===== src/rtl/ascii_hex_frame_parser_top_defines.svh =====
// Assertion macros used by the parser top level.
// All checks run on i_clk and are disabled while i_rst_n is low.
`ifndef ASCII_HEX_FRAME_PARSER_TOP_DEFINES_SVH
`define ASCII_HEX_FRAME_PARSER_TOP_DEFINES_SVH

// Same-cycle implication
`define AHFP_ASSERT_SAME(label, ante, cons, msg) \
    label: assert property (@(posedge i_clk) disable iff (!i_rst_n) \
        (ante) |-> (cons)) else $error(msg);

// Next-cycle implication
`define AHFP_ASSERT_NEXT(label, ante, cons, msg) \
    label: assert property (@(posedge i_clk) disable iff (!i_rst_n) \
        (ante) |=> (cons)) else $error(msg);

`endif


===== src/rtl/ahfp_pkg.sv =====
`default_nettype none
package ahfp_pkg;

    // Frame layout
    localparam int unsigned BASE_FRAME_LEN = 12;
    localparam int unsigned CHECK_LEN      = 2;
    localparam int unsigned FILL_W         = 4;
    // Entries that decode ever reads: start byte, ten digits, two checksum digits
    localparam int unsigned DECODE_SPAN    = 13;
    localparam int unsigned DATA_W         = 40;

    localparam logic [7:0] START_CHAR = 8'h3A;
    localparam logic [7:0] END_CHAR   = 8'h0A;

    typedef logic [7:0] t_byte;

    // One decoded hex digit
    typedef struct packed {
        logic       ok;
        logic [3:0] val;
    } t_hex;

    // One result word, instruction in the low bits
    typedef struct packed {
        logic [15:0] second_value;
        logic [15:0] first_value;
        logic [7:0]  instruction;
    } t_result;

    function automatic t_hex hex_digit(input t_byte c);
        t_hex  h;
        t_byte d;
        h = '0;
        d = '0;
        if (c >= 8'h30 && c <= 8'h39) begin
            d = c - 8'h30;
            h.ok = 1'b1;
        end else if (c >= 8'h61 && c <= 8'h66) begin
            d = c - 8'h57;
            h.ok = 1'b1;
        end else if (c >= 8'h41 && c <= 8'h46) begin
            d = c - 8'h37;
            h.ok = 1'b1;
        end
        h.val = d[3:0];
        return h;
    endfunction

endpackage
`default_nettype wire


===== src/rtl/ahfp_frame_acc.sv =====
`default_nettype none
module ahfp_frame_acc
    import ahfp_pkg::*;
(
    input  wire logic    i_clk,
    input  wire logic    i_rst_n,
    input  wire logic    i_step,
    input  wire t_byte   i_byte,
    input  wire logic    i_check_enable,
    output logic         o_emit,
    output t_result      o_result
);

    logic [FILL_W-1:0] r_fill;
    logic [FILL_W-1:0] n_fill;
    logic [FILL_W-1:0] w_len;
    logic [FILL_W-1:0] w_pos;
    logic              w_restart;
    t_byte             r_store [0:DECODE_SPAN-1];
    t_hex              w_hex   [1:DECODE_SPAN-1];
    t_byte             w_xor;
    logic              w_fields_ok;
    logic              w_cs_ok;

    // Fill position: restart on ':' or once the frame length is reached
    always_comb begin
        w_len     = i_check_enable ? FILL_W'(BASE_FRAME_LEN + CHECK_LEN)
                                   : FILL_W'(BASE_FRAME_LEN);
        w_restart = (i_byte == START_CHAR) || (r_fill >= w_len);
        w_pos     = w_restart ? '0 : r_fill;
        n_fill    = w_pos + 1'b1;
    end

    always_ff @(posedge i_clk) begin
        if (!i_rst_n) begin
            r_fill <= '0;
        end else if (i_step) begin
            r_fill <= n_fill;
        end
    end

    // Frame store; the final newline slot is never read back
    always_ff @(posedge i_clk) begin
        if (i_step && (w_pos < FILL_W'(DECODE_SPAN))) begin
            r_store[w_pos] <= i_byte;
        end
    end

    // Digit decode of all stored hex positions
    always_comb begin
        for (int i = 1; i < DECODE_SPAN; i++) begin
            w_hex[i] = hex_digit(r_store[i]);
        end
    end

    // Checksum over the first eleven bytes, as a balanced tree
    assign w_xor = ((r_store[0] ^ r_store[1]) ^ (r_store[2] ^ r_store[3]))
                 ^ ((r_store[4] ^ r_store[5]) ^ (r_store[6] ^ r_store[7]))
                 ^ ((r_store[8] ^ r_store[9]) ^ r_store[10]);

    always_comb begin
        w_fillsafe_dummy_free: begin
            w_fields_ok = w_hex[1].ok & w_hex[2].ok & w_hex[3].ok & w_hex[4].ok
                        & w_hex[5].ok & w_hex[6].ok & w_hex[7].ok & w_hex[8].ok
                        & w_hex[9].ok & w_hex[10].ok;
            w_cs_ok     = !i_check_enable
                        || (w_hex[11].ok && w_hex[12].ok
                            && ({w_hex[11].val, w_hex[12].val} == w_xor));
        end
    end

    // Decode fires on a newline that lands exactly at the frame length
    assign o_emit = i_step && (i_byte == END_CHAR) && (n_fill == w_len)
                 && w_fields_ok && w_cs_ok;

    assign o_result.instruction  = {w_hex[1].val, w_hex[2].val};
    assign o_result.first_value  = {w_hex[3].val, w_hex[4].val,
                                    w_hex[5].val, w_hex[6].val};
    assign o_result.second_value = {w_hex[7].val, w_hex[8].val,
                                    w_hex[9].val, w_hex[10].val};

endmodule
`default_nettype wire


===== src/rtl/ahfp_out_reg.sv =====
`default_nettype none
module ahfp_out_reg
    import ahfp_pkg::*;
(
    input  wire logic              i_clk,
    input  wire logic              i_rst_n,
    input  wire logic              i_load,
    input  wire t_result           i_result,
    input  wire logic              i_tready,
    output logic                   o_tvalid,
    output logic [DATA_W-1:0]      o_tdata
);

    logic    r_valid;
    t_result r_result;

    // Result word holds until taken; load only happens when there is room
    always_ff @(posedge i_clk) begin
        if (!i_rst_n) begin
            r_valid <= 1'b0;
        end else if (i_load) begin
            r_valid <= 1'b1;
        end else if (i_tready) begin
            r_valid <= 1'b0;
        end
    end

    always_ff @(posedge i_clk) begin
        if (i_load) begin
            r_result <= i_result;
        end
    end

    assign o_tvalid = r_valid;
    assign o_tdata  = DATA_W'(r_result);

endmodule
`default_nettype wire


===== src/rtl/ascii_hex_frame_parser_top.sv =====
// ASCII hex frame parser. Takes one received character per word on the
// slave side, one word every clock unless a result waits on m_axis_tready,
// and emits {instruction, first_value, second_value} on the master side
// for each frame ':' II AAAA BBBB [CC] '\n' that decodes with valid hex
// digits and, when i_cfg_wdata last wrote 1 (the reset value), a matching
// XOR checksum over the first eleven bytes. A word passes an input register,
// then frame update and decode into the result register; with the result
// slot free, m_axis_tvalid rises once the newline has passed both. A result
// waiting on m_axis_tready holds every byte: one more byte is taken into the
// input register, then s_axis_tready drops until the result is taken.
// Write i_cfg_we only while the parser is idle.
`default_nettype none
`include "ascii_hex_frame_parser_top_defines.svh"
module ascii_hex_frame_parser_top
    import ahfp_pkg::*;
(
    input  wire logic              i_clk,
    input  wire logic              i_rst_n,
    input  wire logic              i_cfg_we,
    input  wire logic              i_cfg_wdata,     // check_enable
    input  wire logic              s_axis_tvalid,
    output logic                   s_axis_tready,
    input  wire logic [7:0]        s_axis_tdata,    // [7:0] rx_byte
    output logic                   m_axis_tvalid,
    input  wire logic              m_axis_tready,
    output logic [DATA_W-1:0]      m_axis_tdata     // [7:0] instruction,
                                                    // [23:8] first_value,
                                                    // [39:24] second_value
);

    logic    r_check_enable;
    logic    r_in_valid;
    t_byte   r_in_byte;
    logic    w_go;
    logic    w_emit;
    t_result w_result;

    // Config register
    always_ff @(posedge i_clk) begin
        if (!i_rst_n) begin
            r_check_enable <= 1'b1;
        end else if (i_cfg_we) begin
            r_check_enable <= i_cfg_wdata;
        end
    end

    // Input register; processed when the result slot is free or draining
    assign w_go          = r_in_valid && (!m_axis_tvalid || m_axis_tready);
    assign s_axis_tready = !r_in_valid || w_go;

    always_ff @(posedge i_clk) begin
        if (!i_rst_n) begin
            r_in_valid <= 1'b0;
        end else if (s_axis_tvalid && s_axis_tready) begin
            r_in_valid <= 1'b1;
        end else if (w_go) begin
            r_in_valid <= 1'b0;
        end
    end

    always_ff @(posedge i_clk) begin
        if (s_axis_tvalid && s_axis_tready) begin
            r_in_byte <= s_axis_tdata;
        end
    end

    ahfp_frame_acc u_frame_acc (
        .i_clk          (i_clk),
        .i_rst_n        (i_rst_n),
        .i_step         (w_go),
        .i_byte         (r_in_byte),
        .i_check_enable (r_check_enable),
        .o_emit         (w_emit),
        .o_result       (w_result)
    );

    ahfp_out_reg u_out_reg (
        .i_clk    (i_clk),
        .i_rst_n  (i_rst_n),
        .i_load   (w_emit),
        .i_result (w_result),
        .i_tready (m_axis_tready),
        .o_tvalid (m_axis_tvalid),
        .o_tdata  (m_axis_tdata)
    );

    // A decoded frame must show up on the master side next cycle
    `AHFP_ASSERT_NEXT(a_emit_shows, w_emit, m_axis_tvalid, "decoded frame not presented")
    // A pending byte is never dropped or overwritten
    `AHFP_ASSERT_NEXT(a_in_hold, r_in_valid && !w_go,
        r_in_valid && $stable(r_in_byte), "pending input byte lost")
    // With the result slot empty the slave side must be open
    `AHFP_ASSERT_SAME(a_ready_open, !m_axis_tvalid, s_axis_tready, "input stalled with no result")
    // Decode only fires while a word is being processed
    `AHFP_ASSERT_SAME(a_emit_step, w_emit, w_go && (r_in_byte == END_CHAR),
        "decode without a newline step")

endmodule
`default_nettype wire

===== config.mk =====
export PLATFORM = sky130hd
export DESIGN_NAME = ascii_hex_frame_parser_top
export DESIGN_NICKNAME = d
export VERILOG_FILES = /design/src/rtl/ahfp_pkg.sv /design/src/rtl/ahfp_frame_acc.sv /design/src/rtl/ahfp_out_reg.sv /design/src/rtl/ascii_hex_frame_parser_top.sv
export VERILOG_INCLUDE_DIRS = /design/src /design/src/rtl
export SDC_FILE = /design/constraint.sdc
export NUM_CORES = 1
export LEC_CHECK = 0
export BUFFER_PORTS_ARGS = -buffer_cell sky130_fd_sc_hd__clkbuf_2
export CAP_MARGIN = 5
export CELL_PAD_IN_SITES_DETAIL_PLACEMENT = 1
export CELL_PAD_IN_SITES_GLOBAL_PLACEMENT = 2
export CORE_AREA = 2 2 161 124
export CTS_CLUSTER_DIAMETER = 150
export CTS_CLUSTER_SIZE = 20
export DETAILED_ROUTE_END_ITERATION = 8
export DIE_AREA = 0 0 163 126
export PLACE_DENSITY = 0.89
export SLEW_MARGIN = 30
export SYNTH_ARGS = -nofsm -noshare
export SYNTH_HDL_FRONTEND = slang
export SYNTH_HIERARCHICAL = 1
export SYNTH_SLANG_ARGS = --single-unit
export TNS_END_PERCENT = 5

===== constraint.sdc =====
create_clock -name i_clk -period 6.8 [get_ports i_clk]
set_input_delay 2.04 -clock i_clk [delete_from_list [all_inputs] [get_ports i_clk]]
set_output_delay 2.04 -clock i_clk [all_outputs]
set_load 0.02 [all_outputs]

==> results of run 1 <==
[cells in the mapped netlist (4+ instances only)]
cell type    n  area (um^2)
a2111oi_0    7         61.3
a21oi_1     13         65.1
a22o_1       8         70.1
a31oi_1      6         37.5
and2_1       9         56.3
and3_1       9         56.3
dfxtp_1      7          140
edfxtp_1   152         4560
ha_1        42          526
inv_1       37          139
mux2_2       6         67.6
mux2i_1      6         60.1
nand2_1     38          143
nand2b_1     6         37.5
nand3_1     18         90.1
nand4_1      4         25.0
nor2_1      42          158
nor2b_1      7         43.8
nor3_1       4         20.0
nor4b_1      9         78.8
o21ai_0     31          155
o21bai_1     9         67.6
xnor2_1     79          692
xor2_1      11         96.3
[area by class of cell]
cell class / instances / area (um^2) / share of cell area
Tap cell: 253 / 317 / 0.0348
Inverter: 37 / 139 / 0.0153
Clock inverter: 15 / 160 / 0.0176
Timing Repair Buffer: 61 / 320 / 0.0352
Sequential cell: 159 / 4700 / 0.518
Multi-Input combinational cell: 406 / 3020 / 0.333
Clock buffer: 17 / 425 / 0.0468
[cell families (layout without fill, tap and decap cells)]
kind of cell | count (synthesis) | count (layout) | share of synthesized area
compound gates | 99 | 99 | 0.0889
xor+xnor | 90 | 90 | 0.100
fa+ha+maj | 42 | 42 | 0.0669
buf+inv | 38 | 130 | 0.0182
flops | 159 | 159 | 0.599
mux | 12 | 12 | 0.0163
simple gates | 163 | 163 | 0.110
[state kept, by name, summed over array words and instances (netlist names)]
signal and count:
r_in_valid 1, u_frame_acc/r_store 104, u_out_reg/o_tdata 40, r_check_enable 1, u_frame_acc/r_fill 4, u_out_reg/o_tvalid 1, r_in_byte 8
[cell usage in the layout, fill, tap and decap left out, types with 11 or more instances in the layout]
cell	Yosys	routed
nor2_1	42	42
xnor2_1	79	79
o21ai_0	31	31
xor2_1	11	11
clkbuf_16	0	17
edfxtp_1	152	152
nand2_1	38	38
a21oi_1	13	13
ha_1	42	42
inv_1	37	37
nand3_1	18	18
clkbuf_2	0	55
[final timing paths]
kind	slack [ns]	end	from	cells after the start
worst max register to register	2.51	u_out_reg/o_tdata[7]	r_in_byte[2]	11
worst min register to register	0.53	r_in_valid	r_in_valid	2
worst max-delay path	2.26	s_axis_tready	m_axis_tready	3
worst min-delay path	0.53	r_in_valid	r_in_valid	2
[where the power goes]
group | internal, mW | switching [mW] | total (mW)
Sequential | 1.08 | 0.0279 | 1.11
Combinational | 0.0212 | 0.0263 | 0.0475
Clock | 0.545 | 0.417 | 0.962
Total | 1.65 | 0.471 | 2.12
[metrics by stage]
stage	worst slack [ns]	total power, mW	cell area, um^2
final	2.26	2.12	9090
after global routing	2.22	2.18	9090
after CTS	2.26	2.14	9090
after detailed placement	2.25	1.18	8500
after global placement	2.28	1.18	8490
after floorplan	1.02	1.15	7850
[metal layers]
layer,vias up,share of wire,track usage
met2,165,0.48,0.339
met5,-,0,0
li1,2377,-,-
met3,34,0.049,0.0441
met4,0,0.025,0.0864
met1,2674,0.44,0.267
[critical path, cell delays in order]
cell	delay [ns]
clkbuf_2	0.12
nand3b_4	0.18
clkbuf_2	0.17
==> impl_results.md, run 1 <==
* Syn Nets at 659
* Yosys cell types at 55
* Count of state elements after synthesis at 159
* Crit path capture type: primary output
* Root Buffer: clkbuf_16
* Final slew viol count at 0
* Final hold violation count at 0
* Hpwl dp at 14800 um
* IO Pins at 56
* Vias per cell at 5.54
* Clock Latency Late Sink at 0.43 ns
* Layout cells sized above 1 at 0.158
* Synthesized instance count at approximately 600
* Port bufs at 55
* Fin util at 0.479
* Clock Pin Slew Worst Setup and Hold Paths at 0.07 ns
* Slew HR at 0.367
* Maxcap violations at 0
* Drt pass-1 iters at 5
* Largest fanout on the critical path at 3
* Lkg Pwr at 3.29 nW
* Clock skew at 0.00864 ns
* Register area share after synthesis at 0.599
* Final Non-Filler Cells at between 900 and 1000
* Starting density of the core at 0.413
* Final period utilization at 0.668
* Sink Count at between 150 and 200
* Initial antenna violation count at 0
* Post-cts gate resize count at 0
* First-pass GRT wire length at roughly 31000 um
* Startpoint Class: input port
* GPL Wtd Cong at 0.868
* Status: finished, final reports clean
* # setup viols final at 0
* CP Data Required Time at 4.76 ns
* Vias at ~5300
* Fmax at 220 MHz
* CTS tree: yes
* Main flop type after synthesis: edfxtp_1
* Post-CTS Hold Buffers at 0
* GRT Overall Usage at 0.207
* Mapped Area at 0.00785 mm^2
* Setup TNS at 0 ns
* Max Root-Sink Buffers at 2
* Fin nets at 738
* Die W at between 150 and 200 um
* Placement row count at 44
* Hold slack final at 0.533 ns
* Avg Inst Size Synth at 13.0 um^2
* DR WL/cell at 21.5 um
* Area added between synthesis and finish at 15.8%
* WS Path Type: in -> out
* TritonCTS buffer count at 17
* Number of synthesis warnings at 6
* EDFF count, synth at 152
* Htree depth at 4
* Largest net degree at the start of global routing at 29
* Vias in the first global route at 5546
* RSZ-0062 raised after global routing: false
* Die height at 126 um
* Minimum clock period at between 4 and 5 ns
* Async set or reset register ratio after synthesis at 0
* CORE AREA at 0.0190 mm^2
* VDD IR-drop max at 0.168 mV
* DIE AREA at approximately 0.021 mm^2
* Placed Instances at 916
* Pwr/cell area at 233 mW/mm^2
* Fill cells at 1978
* Hold/Removal Path Class: reg -> reg
* Drt drc at 0
* Post-CTS Setup Bufs at 0
* CP arrival at ~2.5 ns
* ANT cells at 0
* Remaining global-route overflow at 0
* Final wirelength at about 20000 um
* Post-route ant nets at 0
* 1st-iter DRT viols at roughly 400
* Slew @ Worst Pin at around 0.95 ns
Power figures use the tool's default switching activity.
==> run 2: changes to the inputs <==
--- a/config.mk
+++ b/config.mk
@@ -10,12 +10,12 @@
 export CAP_MARGIN = 5
 export CELL_PAD_IN_SITES_DETAIL_PLACEMENT = 1
 export CELL_PAD_IN_SITES_GLOBAL_PLACEMENT = 2
-export CORE_AREA = 2 2 161 124
+export CORE_AREA = 2 2 169 130
 export CTS_CLUSTER_DIAMETER = 150
 export CTS_CLUSTER_SIZE = 20
 export DETAILED_ROUTE_END_ITERATION = 8
-export DIE_AREA = 0 0 163 126
-export PLACE_DENSITY = 0.89
+export DIE_AREA = 0 0 171 132
+export PLACE_DENSITY = 0.86
 export SLEW_MARGIN = 30
 export SYNTH_ARGS = -nofsm -noshare
 export SYNTH_HDL_FRONTEND = slang
==> constraint.sdc (replaced) <==
create_clock -name i_clk -period 3.6 [get_ports i_clk]
set_input_delay 1.08 -clock i_clk [delete_from_list [all_inputs] [get_ports i_clk]]
set_output_delay 1.08 -clock i_clk [all_outputs]
set_load 0.02 [all_outputs]
==> run 2 against run 1 <==
  * Via count is 1.5% lower
  * Power grew 89%
  * Clock power up 87%
  * Combinational power increased to 3.0 times the previous value
  * Sequential cell count is the same
  * Global-route usage down 2.0 points
  * Sequential power up 86%
  * Count of clock-buffer cells in the layout grew 1
  * Final area rose by 2.9%
  * First-iteration DRC count grew 17%
  * Die area up 9.9%
  * Highest routed layer unchanged
==> impl_results.md, run 2 (same netlist as run 1, synthesis figures left out) <==
* Status: finished, final reports clean
* Most frequent cells in the layout: edfxtp_1, xnor2_1, clkbuf_2
* Final hold violation count at 0
* Final wirelength at 20300 um
* Max reg flops at between 100 and 150
* Slowest-stage cell, CP: a2111oi_4
* VDD IR-drop max at around 0.33 mV
* Sink Count at between 150 and 200
* GPL Wtd Cong at 0.871
* R2R Setup Slk at 0.09 ns
* Lkg Pwr at 3.41 nW
* Pwr/cell area at 428 mW/mm^2
* Fin util at 0.449
* Switching Fraction at 0.208
* CORE AREA at 0.0208 mm^2
* ANT cells at 0
* Largest net degree at the start of global routing at 35
* Fin nets at 756
* Vias per cell at 5.17
* Max Root-Sink Buffers at 2
* CP Launch Point: u_frame_acc/r_store[11][0]
* DR WL/cell at 20.3 um
* Die W at 171 um
* Fill cells at 2214
* Slew HR at 0.581
* R2R depth at 12
* Remaining global-route overflow at 0
* CP arrival at 3.66 ns
* Critical R2R Capture: u_out_reg/o_tdata[25]
* Final Worst Setup Slack at 0.0866 ns
* GRT Overall Usage at 0.187
* IO Pins at 56
* Area added between synthesis and finish at 19.1%
* DIE AREA at about 0.023 mm^2
* Post-route ant nets at 0
* Starting density of the core at 0.377
* Htree depth at 4
* Vias at 5171
* Drt pass-1 iters at 4
* WS Path Type: reg -> reg
* Startpoint Class: flip-flop
* CP endpoint: u_out_reg/o_tdata[25]
* Initial antenna violation count at 0
* Biggest register: u_frame_acc/r_store
* Layout cells sized above 1 at 0.185
* Vias in the first global route at 5446
* RSZ-0062 raised after global routing: false
* Slew @ Worst Pin at 0.624 ns
* Placed Instances at 965
* Clock Pin Slew Worst Setup and Hold Paths at 0.06 ns
* Final Non-Filler Cells at roughly 1000
* Port bufs at 55
* Reg-to-Reg Start: u_frame_acc/r_store[11][0]
* Placement row count at 46
* Most common cell after layout, fill and taps aside: edfxtp_1
* Final slew viol count at 0
* Minimum clock period at approximately 3.5 ns
* Root Buffer: clkbuf_16
* Hold/Removal Path Class: reg -> reg
* Hpwl dp at 14200 um
* Place WS at -0.0477 ns
* Die height at 132 um
* Drt drc at 0
* Clock skew at 0.00809 ns
* Fmax at 285 MHz
* Combinational power share at 0.036
* Crit path largest cell delay at roughly 0.47 ns
* Maxcap violations at 0
* Final period utilization at 0.976
* CP Data Required Time at 3.74 ns
* # setup viols final at 0
* Clock power frac at 0.449
* Switch Pwr at 831 uW
* Internal Power at approximately 3.2 mW
* Total power at 4.00 mW
* Clock Latency Late Sink at about 0.44 ns
* CP dominant cell by count: a2111oi_4
* First-pass GRT wire length at 31400 um
* Largest fanout on the critical path at 17
* CTS tree: yes
* Sequential Power Share at 0.515
* Crit path capture type: flip-flop
* Critical Path, Cell by Cell: inv_1 -> ha_1 -> o21bai_1 -> a2111oi_4 -> mux2_4 -> xnor2_1 -> o221ai_1 -> nor3_1 -> nand4_1 -> a2111oi_4 -> buf_6 -> clkbuf_16
* TritonCTS buffer count at 17
* 1st-iter DRT viols at 468
run 2: cell count changes in the layout (fill, tap and decap cells not counted), sizes merged:
cell,change
buf,+17
inv,-4
clkbuf,+2
clkinv,+2
bufinv,+1
run 2: final cells by class:
type,count,area [um^2],share of cell area
well taps,288,360,0.0385
flip-flops and latches,159,4700,0.503
repair buffers,79,489,0.0523
multi-input cells,406,3080,0.329
inverters,37,139,0.0148
clock buffers,18,429,0.0459
clock inverters,14,149,0.0159
run 2: worst min-delay path by stage:
stage	startpoint	endpoint	slack [ns]	cells past startpoint
3_5_place_dp	r_in_valid	r_in_valid	0.51	2
5_1_grt	r_in_valid	r_in_valid	0.54	2
4_1_cts	r_in_valid	r_in_valid	0.52	2
2_1_floorplan	u_frame_acc/r_fill[0]	u_frame_acc/r_fill[0]	0.52	2
6_report	r_in_valid	r_in_valid	0.51	2
3_3_place_gp	r_in_valid	r_in_valid	0.50	2
run 2: power groups by stage:
stage / Sequential, mW / Combinational (mW) / Clock (mW)
6_report: 2.06 / 0.144 / 1.80
3_5_place_dp: 2.10 / 0.142 / 0
4_1_cts: 2.06 / 0.144 / 1.84
3_3_place_gp: 2.10 / 0.137 / 0
5_1_grt: 2.06 / 0.157 / 1.92
2_1_floorplan: 2.11 / 0.0644 / 0
run 2: critical path: cells and delay by family, from the launching register on:
family | cells | cell delay [ns]
simple gates | 2 | 0.47
compound gates | 4 | 1.12
fa+ha+maj | 1 | 0.17
buf+inv | 3 | 0.48
xor+xnor | 1 | 0.17
mux | 1 | 0.36
flops | 1 | 0.44
run 2: through the flow:
stage          setup TNS, ns  hold WS, ns  instance area, um^2
5_1_grt                    0        0.537                 9350
4_1_cts                    0        0.519                 9280
3_5_place_dp           -1.46        0.512                 8700
2_1_floorplan         -18.69        0.521                 7900
6_report                   0        0.513                 9350
3_3_place_gp               0        0.503                 8700
run 2: layer usage:
layer,wire length [um],global-route usage,vias to the layer above,share of wire
met5,0,0,-,0
met4,186,0.0461,0,0.0092
met3,882,0.0432,10,0.043
met2,9530,0.293,119,0.47
met1,9710,0.262,2623,0.48
li1,-,-,2419,-
run 2: repair_timing:
| action | CTS | global route |
|---|---|---|
| pin swaps | 0 | 3 |
| gates resized for setup | 1 | 7 |
| gates cloned | 0 | 1 |
| hold buffers | 0 | 0 |
| setup endpoints to repair | 34 | 40 |
| setup buffers | 0 | 3 |
